$ cat config.mk
export PLATFORM = sky130hd
export DESIGN_NAME = sm3_hash_engine_top
export DESIGN_NICKNAME = d
export VERILOG_FILES = /design/src/hw/rtl/sm3_pkg.sv /design/src/hw/rtl/sm3_round.sv /design/src/hw/rtl/sm3_hash_engine_top.sv
export SDC_FILE = /design/constraint.sdc
export NUM_CORES = 2
export LEC_CHECK = 0
export BUFFER_PORTS_ARGS = -buffer_cell sky130_fd_sc_hd__buf_2
export CAP_MARGIN = 10
export CORE_MARGIN = 4
export CORE_UTILIZATION = 35
export DETAILED_ROUTE_END_ITERATION = 6
export GPL_TIMING_DRIVEN = 0
export PLACE_DENSITY = 0.58
export SLEW_MARGIN = 15
export SYNTH_ARGS = -nofsm -noshare
export SYNTH_HDL_FRONTEND = slang
export SYNTH_SLANG_ARGS = --single-unit
$ cat constraint.sdc
create_clock -name clk_i -period 15.3 [get_ports clk_i]
set_clock_uncertainty 0.15 [all_clocks]
set_input_delay 3.06 -clock clk_i [delete_from_list [all_inputs] [get_ports clk_i]]
set_output_delay 3.06 -clock clk_i [all_outputs]
set_load 0.01 [all_outputs]
$ cat src/hw/rtl/sm3_pkg.sv
package sm3_pkg;

  localparam logic [31:0] TLow  = 32'h79cc4519;
  localparam logic [31:0] THigh = 32'h7a879d8a;
  localparam logic [7:0]  PadByte = 8'h80;
  localparam logic [5:0]  LenPos = 6'd56;

  typedef struct packed {
    logic [31:0] message_word;
    logic [2:0]  bytes_valid;
    logic        last_of_message;
  } in_req_t;

  typedef struct packed {
    logic [31:0] digest_word;
    logic [2:0]  word_index;
    logic        last_word;
  } out_rsp_t;

  typedef logic [7:0][31:0] wvec_t;

  localparam wvec_t Iv = {32'hb0fb0e4e, 32'he38dee4d, 32'h163138aa, 32'ha96f30bc,
                          32'hda8a0600, 32'h172442d7, 32'h4914b2b9, 32'h7380166f};

  function automatic logic [31:0] rotl(input logic [31:0] x, input logic [4:0] n);
    logic [63:0] t;
    t = {x, x} << n;
    return t[63:32];
  endfunction

  function automatic logic [31:0] perm0(input logic [31:0] x);
    return x ^ rotl(x, 5'd9) ^ rotl(x, 5'd17);
  endfunction

  function automatic logic [31:0] perm1(input logic [31:0] x);
    return x ^ rotl(x, 5'd15) ^ rotl(x, 5'd23);
  endfunction

endpackage

$ cat src/hw/rtl/sm3_round.sv
module sm3_round (
  input  sm3_pkg::wvec_t st_i,
  input  logic [31:0]    w0_i,
  input  logic [31:0]    w4_i,
  input  logic [5:0]     rnd_i,
  output sm3_pkg::wvec_t st_o
);
  logic        hi;
  logic [31:0] tj, a12, ss1, ss2, ffv, ggv, tt1, tt2;
  logic [31:0] a, b, c, d, e, f, g, h;

  always_comb begin
    a = st_i[0]; b = st_i[1]; c = st_i[2]; d = st_i[3];
    e = st_i[4]; f = st_i[5]; g = st_i[6]; h = st_i[7];
    hi  = (rnd_i[5:4] != 2'b00);
    tj  = hi ? sm3_pkg::THigh : sm3_pkg::TLow;
    a12 = sm3_pkg::rotl(a, 5'd12);
    ss1 = sm3_pkg::rotl(a12 + e + sm3_pkg::rotl(tj, rnd_i[4:0]), 5'd7);
    ss2 = ss1 ^ a12;
    if (hi) begin
      ffv = (a & b) | (a & c) | (b & c);
      ggv = (e & f) | (~e & g);
    end else begin
      ffv = a ^ b ^ c;
      ggv = e ^ f ^ g;
    end
    tt1 = ffv + d + ss2 + (w0_i ^ w4_i);
    tt2 = ggv + h + ss1 + w0_i;
    st_o[0] = tt1;
    st_o[1] = a;
    st_o[2] = sm3_pkg::rotl(b, 5'd9);
    st_o[3] = c;
    st_o[4] = sm3_pkg::perm0(tt2);
    st_o[5] = e;
    st_o[6] = sm3_pkg::rotl(f, 5'd19);
    st_o[7] = g;
  end
endmodule

$ cat src/hw/rtl/sm3_hash_engine_top.sv
// A word's valid bytes are written into the block buffer one at a time; each
// full block then takes a load plus 64 rounds, one round per cycle through one
// round unit. Final word: padding byte by byte up to 64 bytes, one or two block
// compressions, then eight digest requests, one per cycle while not stalled.
// A new word is accepted only in the idle state, once the previous one is done.
// Reset (rst_ni low, asynchronous): chaining value to IV, count and fill to zero.
module sm3_hash_engine_top (
  input  logic              clk_i,
  input  logic              rst_ni,
  input  logic              in_valid_i,
  output logic              in_stall_o,
  input  sm3_pkg::in_req_t  in_req_i,
  output logic              out_valid_o,
  input  logic              out_stall_i,
  output sm3_pkg::out_rsp_t out_rsp_o
);
  typedef enum logic [2:0] {
    StIdle, StLoad, StPad80, StPadZ, StLen, StInit, StComp, StOut
  } state_e;

  state_e         state_q, ret_q;
  sm3_pkg::wvec_t cv_q, wk_q, rnd_st;
  logic [15:0][31:0] buf_q;
  logic [60:0]    cnt_q;
  logic [5:0]     fill_q, rnd_q;
  logic [31:0]    word_q;
  logic [2:0]     nb_q, idx_q;
  logic           last_q;
  logic [63:0]    len_q;
  logic           bwe, shift;
  logic [7:0]     bbyte;
  logic [31:0]    wnew;
  logic [1:0]     lane;

  sm3_round u_round (
    .st_i (wk_q),
    .w0_i (buf_q[0]),
    .w4_i (buf_q[4]),
    .rnd_i(rnd_q),
    .st_o (rnd_st)
  );

  assign wnew = sm3_pkg::perm1(buf_q[0] ^ buf_q[7] ^ sm3_pkg::rotl(buf_q[13], 5'd15))
              ^ sm3_pkg::rotl(buf_q[3], 5'd7) ^ buf_q[10];
  assign lane = ~fill_q[1:0];

  always_comb begin
    bwe   = 1'b0;
    bbyte = 8'h00;
    case (state_q)
      StLoad: begin
        bwe   = (nb_q != 3'd0);
        bbyte = word_q[31:24];
      end
      StPad80: begin
        bwe   = 1'b1;
        bbyte = sm3_pkg::PadByte;
      end
      StPadZ: bwe = (fill_q != sm3_pkg::LenPos);
      StLen: begin
        bwe   = 1'b1;
        bbyte = len_q[63:56];
      end
      default: bwe = 1'b0;
    endcase
  end
  assign shift = (state_q == StComp);

  always_ff @(posedge clk_i) begin
    if (shift) begin
      buf_q <= {wnew, buf_q[15:1]};
    end else if (bwe) begin
      buf_q[fill_q[5:2]][{lane, 3'b000} +: 8] <= bbyte;
    end
  end

  always_ff @(posedge clk_i or negedge rst_ni) begin
    if (!rst_ni) begin
      state_q <= StIdle;
      ret_q   <= StIdle;
      cv_q    <= sm3_pkg::Iv;
      wk_q    <= '0;
      cnt_q   <= '0;
      fill_q  <= '0;
      rnd_q   <= '0;
      word_q  <= '0;
      nb_q    <= '0;
      last_q  <= 1'b0;
      len_q   <= '0;
      idx_q   <= '0;
    end else begin
      if (bwe) fill_q <= fill_q + 6'd1;
      case (state_q)
        StIdle: begin
          if (in_valid_i) begin
            word_q  <= in_req_i.message_word;
            nb_q    <= (in_req_i.bytes_valid > 3'd4) ? 3'd4 : in_req_i.bytes_valid;
            last_q  <= in_req_i.last_of_message;
            state_q <= StLoad;
          end
        end
        StLoad: begin
          if (nb_q != 3'd0) begin
            word_q <= {word_q[23:0], 8'h00};
            nb_q   <= nb_q - 3'd1;
            cnt_q  <= cnt_q + 61'd1;
            if (fill_q == 6'd63) begin
              ret_q   <= StLoad;
              state_q <= StInit;
            end
          end else begin
            state_q <= last_q ? StPad80 : StIdle;
          end
        end
        StPad80: begin
          len_q   <= {cnt_q, 3'b000};
          ret_q   <= StPadZ;
          state_q <= (fill_q == 6'd63) ? StInit : StPadZ;
        end
        StPadZ: begin
          if (fill_q == sm3_pkg::LenPos) begin
            state_q <= StLen;
          end else if (fill_q == 6'd63) begin
            ret_q   <= StPadZ;
            state_q <= StInit;
          end
        end
        StLen: begin
          len_q <= {len_q[55:0], 8'h00};
          if (fill_q == 6'd63) begin
            ret_q   <= StOut;
            state_q <= StInit;
          end
        end
        StInit: begin
          wk_q    <= cv_q;
          rnd_q   <= '0;
          state_q <= StComp;
        end
        StComp: begin
          wk_q  <= rnd_st;
          rnd_q <= rnd_q + 6'd1;
          if (rnd_q == 6'd63) begin
            cv_q    <= cv_q ^ rnd_st;
            idx_q   <= '0;
            state_q <= ret_q;
          end
        end
        StOut: begin
          if (!out_stall_i) begin
            idx_q <= idx_q + 3'd1;
            if (idx_q == 3'd7) begin
              cv_q    <= sm3_pkg::Iv;
              cnt_q   <= '0;
              fill_q  <= '0;
              state_q <= StIdle;
            end
          end
        end
        default: state_q <= StIdle;
      endcase
    end
  end

  assign in_stall_o  = (state_q != StIdle);
  assign out_valid_o = (state_q == StOut);
  assign out_rsp_o.digest_word = cv_q[idx_q];
  assign out_rsp_o.word_index  = idx_q;
  assign out_rsp_o.last_word   = (idx_q == 3'd7);
endmodule

# Word level (Yosys, flattened, before mapping)

Index checks and enable logic that the tools add are counted.

Word-level logic and storage cells: 182
Register bits after elaboration: 1206
Output and inout port bits: 38

Bitwise operators: 25
Shift-type cells: 3
Multiplexer cells: 53
Order comparisons: 4
Reduce and logical (&&, ||, !) cells: 20
Add/sub/neg operators: 14
Equality and inequality tests: 21

Operator list:

| operator               | count |
|---|---|
| $mux 512               | 2 |
| $pmux 256 s2           | 2 |
| $mux 256               | 3 |
| $bwmux 512             | 1 |
| $xor 32x32->32         | 14 |
| $add 32x32->32         | 8 |
| $xor 256x256->256      | 1 |
| $mux 32                | 6 |
| $mux 61                | 3 |
| $and 32x32->32         | 5 |
| $demux 32 s4           | 1 |
| $pmux 64 s2            | 1 |
| $pmux 61 s2            | 1 |
| $bmux 32 s3            | 1 |
| $or 32x32->32          | 3 |
| $pmux 32 s2            | 1 |
| $shl 64x5->64          | 1 |
| $add 61x1->61 const B  | 1 |
| $mux 3                 | 18 |
| $not 32->32            | 1 |
| $shift 8x7->32 const A | 1 |
| $shiftx 8x7->32        | 1 |
| $mux 26                | 1 |
| $mux 6                 | 4 |
| other kinds (33)       | 59 |

# Logic depth before layout (Yosys ltp)

Word-level depth: 12
Mapped depth: 38

# Modules after synthesis

A second synthesis with hierarchy kept.

Cells, all modules: 7206
Area total of the unflattened synthesis: 71010.6 um2

By module, submodules not included:

| module              | cells an instance | times used | seq. area each (um2) | area an instance (um2) |
|---|---|---|---|---|
| sm3_hash_engine_top | 5257              | 1          | 32815.2              | 56032.5 |
| sm3_round           | 1949              | 1          | 0.0                  | 14978.1 |

# Worst setup path before layout

OpenSTA, ideal clock, no wires.

Path type: register -> register
Start point: register rnd_q[4]
End point: register cv_q[131] (netlist bit)
Data required time: 15062 ps
Data arrival time: 9152 ps
Library setup time: 88 ps
Period minus slack after synthesis: 9391 ps
Buffers on the path: 4
Setup slack: 5909 ps
Stages on the path, launching flop included: 37
Path through: dfrtp_1 nor2_1 clkinv_1 clkbuf_1 buf_1 clkbuf_1 buf_1 ha_1 o21a_1 mux2_2 mux2i_1 nand2_1 o21a_1 fa_1 inv_1 ha_1 fa_1 a21oi_1 o22ai_1 o31ai_1 o21ai_0 a211oi_1 o21ai_0 a21o_1 a21o_1 xor2_1 fa_1 ha_1 a211oi_1 o21a_1 a21oi_2 a211oi_2 o31ai_4 xnor3_1 or4_1 nand3_1 or3b_1

Longest elaborated chain between the ends: 11
Elaborated cells on any way between the ends: 16
Classes of those cells: add/sub: 4; eq/ne: 2; shift: 1; mux: 4; bitwise: 3; reduce/logical: 2

RTL lines:

| element                      | RTL line                   | source |
|---|---|---|
| start: declaration           | sm3_hash_engine_top.sv:25  | `logic [5:0] fill_q, rnd_q;` |
| start signal: assignment     | sm3_hash_engine_top.sv:142 | `rnd_q <= rnd_q + 6'd1;` |
| $reduce_bool 2->1            | sm3_round.sv:15            | `hi = (rnd_i[5:4] != 2'b00);` |
| $mux 26                      | sm3_round.sv:16            | `tj = hi ? sm3_pkg::THigh : sm3_pkg::TLow;` |
| $shl 64x5->64                | sm3_pkg.sv:27              | `t = {x, x} << n;` |
| $add 32x32->32               | sm3_round.sv:18            | `ss1 = sm3_pkg::rotl(a12 + e + sm3_pkg::rotl(tj, rnd_i[4:0]), 5'd7);` |
| $add 32x32->32 (2 in series) | sm3_round.sv:28            | `tt2 = ggv + h + ss1 + w0_i;` |
| $xor 32x32->32 (2 in series) | sm3_pkg.sv:32              | `return x ^ rotl(x, 5'd9) ^ rotl(x, 5'd17);` |
| $xor 256x256->256            | sm3_hash_engine_top.sv:144 | `cv_q <= cv_q ^ rnd_st;` |
| $mux 256                     | sm3_hash_engine_top.sv:143 | `if (rnd_q == 6'd63) begin` |
| $pmux 256 s2                 | sm3_hash_engine_top.sv:93  | `case (state_q)` |
| end signal: assignment       | sm3_hash_engine_top.sv:81  | `cv_q <= sm3_pkg::Iv;` |
| end signal: assignment       | sm3_hash_engine_top.sv:144 |  |
| end signal: assignment       | sm3_hash_engine_top.sv:153 | `cv_q <= sm3_pkg::Iv;` |
| end: declaration             | sm3_hash_engine_top.sv:22  | `sm3_pkg::wvec_t cv_q, wk_q, rnd_st;` |

Parallel ways exist; a longest one is shown, timed or not. The select of a mux whose other input is x is not followed.
A chain may end at the register's enable or synchronous reset.

# Final worst setup path

Start point: register rnd_q[5]
End point: register cv_q[159] (netlist bit)

Same word-level chain as after synthesis.

==> flow_summary.json <==
{
  "status": "finished with violations",
  "failed_checks": "DRC",
  "ir_worst_vdd_v": 0.0000922,
  "pre_cts_ws_ns": 1.00,
  "cts_setup_buffers": 0,
  "crit_top_cell": "o21ai_0",
  "grt_max_degree": 100,
  "syn_area_um2": 70100,
  "path_buf_inv": 5,
  "crit_family": "compound AO/OA/AOI/OAI gates",
  "cts_buffers": 143,
  "clockBufferDepth": 3,
  "synth.top_cell.area_share_pct": 21.9,
  "cts_tree": "done",
  "crit_slowest_cell": "xor2_1",
  "synth_area_leaders": "edfxtp_1 (22%), dfrtp_1 (20%), nand2_1 (8.1%), o21ai_0 (6.5%), fa_1 (5.4%)",
  "synth_area_leader_cell": "edfxtp_1",
  "ctsResizeCount": 0,
  "rows": 164,
  "core_um2": 199000,
  "hp-class": "reg2reg",
  "num_io_pins": 78,
  "multi_input_area_um2": 34700,
  "finalSetupViolations": 0,
  "gp_congestion": 1.04,
  "n_fill_cell": 19700,
  "die_w_um": 456,
  "drtPass1Iterations": 7,
  "die_h_um": 456,
  "drt_iter0_drc": 8458,
  "synth_nets": 7630,
  "tns_ns": 0,
  "drv_slew": 0,
  "max_clock_freq_mhz": 67.6,
  "power_switching_mw": 1.59,
  "clk_latency_ns": 0.83,
  "rsz0062_at_grt": "no",
  "first_global_vias": 56200,
  "nets": 7870,
  "start_kind": "flip-flop",
  "power.internal_mw": 5.46,
  "dpl.hpwl_um": 244000,
  "drc": 1,
  "cts_sinks": 1203,
  "die_area_um2": 208000,
  "period_share_pct": 96.7,
  "antenna_found_initial": 21,
  "dr_total_vias": 60400,
  "cp_max_fo": 13,
  "synth_ff_type": "dfrtp_1",
  "synth_edf_count": 512,
  "final_util_pct": 39.7,
  "p_seq_share_pct": 47.7,
  "end_kind": "flip-flop",
  "power.clock.fraction_pct": 50.9,
  "critical_path_class": "reg2reg",
  "ys_seq_area_share_pct": 46.8,
  "synth_area_per_cell_um2": 9.61,
  "gr-total-overflow": 0,
  "power.total_mw": 7.06,
  "wirelength_um": 311000,
  "fin_crit_ns": 14.79,
  "async_reset_ff_share_pct": 57.4,
  "hold_viol_final": 0,
  "antenna_left": 0,
  "place.port_buffers": 77,
  "worst_pin_slew_ns": 1.40,
  "hold-worst-slack_ns": 0.323,
  "start_util_pct": 35.2,
  "yosysUniqueCellTypes": 92,
  "drive_gt1_share_pct": 8.38,
  "yosys_warnings": 0,
  "netlist_instances": 7293,
  "cp.arrival_ns": 15.39,
  "maxCapViolCount": 0,
  "combPwrFrac_pct": 1.4,
  "timing.final.ws_setup_ns": 0.507,
  "p_per_area_nw_per_um2": 89.2,
  "p_sw_share_pct": 22.6,
  "seqCellArea_um2": 32800,
  "cts.root.buffer_cell": "clkbuf_16",
  "relSlewSlack_pct": 5.75,
  "synthToLayoutAreaGrowth_pct": 12.9,
  "cp.required_ns": 15.89,
  "grt_usage_pct": 29.0,
  "synth.ff_latch_count": 1203,
  "wire_per_inst_um": 30.1,
  "viasPerCell": 5.85,
  "grt_pass1_wl_um": 432000,
  "synth_common_cells": "nand2_1 (1,505), o21ai_0 (911), dfrtp_1 (572)",
  "cts_max_level": 4,
  "cp_slowest_stage_delay_ns": 1.01,
  "cts_hold_buf": 0,
  "clkTransAtPathRegs_ns": 0.06,
  "p_leak_nw": 33.3,
  "synth.most_common_cell": "nand2_1"
}
==> flip-flops by register name (all words and copies together), names as in the netlist <==
signal and flops:
rnd_q 6, idx_q 3, nb_q 3, len_q 61, wk_q 256, state_q 3
word_q 32, cnt_q 61, fill_q 6, buf_q 512, last_q 1, ret_q 3
cv_q 256
==> layout by cell type (no fill, tap or decap), types with 121 or more instances in the layout <==
cell type,count
xnor2_1,286
nand2_1,1505
edfxtp_1,512
clkbuf_1,431
clkbuf_16,148
dfrtp_1,572
xor2_1,269
inv_1,225
nor2_1,532
o21ai_0,852
fa_1,188
a21oi_1,281
mux2i_1,121
a31oi_1,250
and3_1,141
==> path summary, 6_finish.rpt <==
| check | cells past startpoint | endpoint | start | slack, ns |
|---|---|---|---|---|
| min in group asynchronous | 1 | wk_q[1]$_DFFE_PN0P_ | rst_ni | 2.00 |
| setup / recovery | 33 | cv_q[159]$_DFFE_PN1P_ | rnd_q[5]$_DFFE_PN0P_ | 0.51 |
| max in group asynchronous | 4 | word_q[2]$_DFFE_PN0P_ | rst_ni | 11.41 |
| hold reg to reg | 2 | len_q[37]$_DFFE_PN0P_ | len_q[29]$_DFFE_PN0P_ | 0.32 |
| hold / removal | 2 | len_q[37]$_DFFE_PN0P_ | len_q[29]$_DFFE_PN0P_ | 0.32 |
| setup reg to reg | 33 | cv_q[159]$_DFFE_PN1P_ | rnd_q[5]$_DFFE_PN0P_ | 0.51 |
==> layout make-up <==
cell class,count,area share [%]
multi-input cells,5396,43.9
flip-flops and latches,1203,41.5
clock buffers,197,5.18
well taps,2656,4.20
plain buffers,464,2.27
inverters,230,1.09
clock inverters,67,1.02
repair buffers,95,0.873
diodes,15,0.0474
==> metrics by stage <==
step	cell area, um2	std cells
3_5_place_dp	74200	10000
5_1_grt	79100	10300
4_1_cts	79100	10300
3_3_place_gp	73800	10000
2_1_floorplan	70100	7293
6_report	79100	10300
==> per-layer routing <==
layer	vias to the layer above	wire length, um	GRT usage [%]
met2	3697	131000	42.5
met3	721	33900	7.42
met4	6	22100	16.7
met5	-	33	0
met1	30200	123000	38.7
li1	25800	-	-
==> worst min-delay path, delay by kind of cell, from the launching register on <==
kind	cells	cell delay (ns)
flip-flops	1	0.34
AO/OA/AOI/OAI	1	0.06
AND/OR/NAND/NOR	1	0.05
==> cell families (layout without fill, tap and decap cells) <==
logic type / Yosys count / in the layout / synth area share, %
AO/OA/AOI/OAI: 1746 / 1746 / 14.2
XOR/XNOR: 588 / 588 / 7.96
adder cells (fa/ha/maj): 301 / 301 / 7.37
buffers and inverters: 694 / 1053 / 3.77
flip-flops: 1203 / 1203 / 46.8
multiplexers: 253 / 253 / 4.88
other: 0 / 15 / 0
AND/OR/NAND/NOR: 2508 / 2508 / 15.0
==> power groups by stage <==
stage | logic (mW) | registers, mW | clock network (mW)
detailed placement | 0.0968 | 3.43 | 0
CTS | 0.0971 | 3.37 | 3.62
global placement | 0.0883 | 3.43 | 0
floorplan | 0.0246 | 3.42 | 0
global route | 0.104 | 3.37 | 3.75
finish | 0.0955 | 3.37 | 3.59
Power figures use the tool's default switching activity.
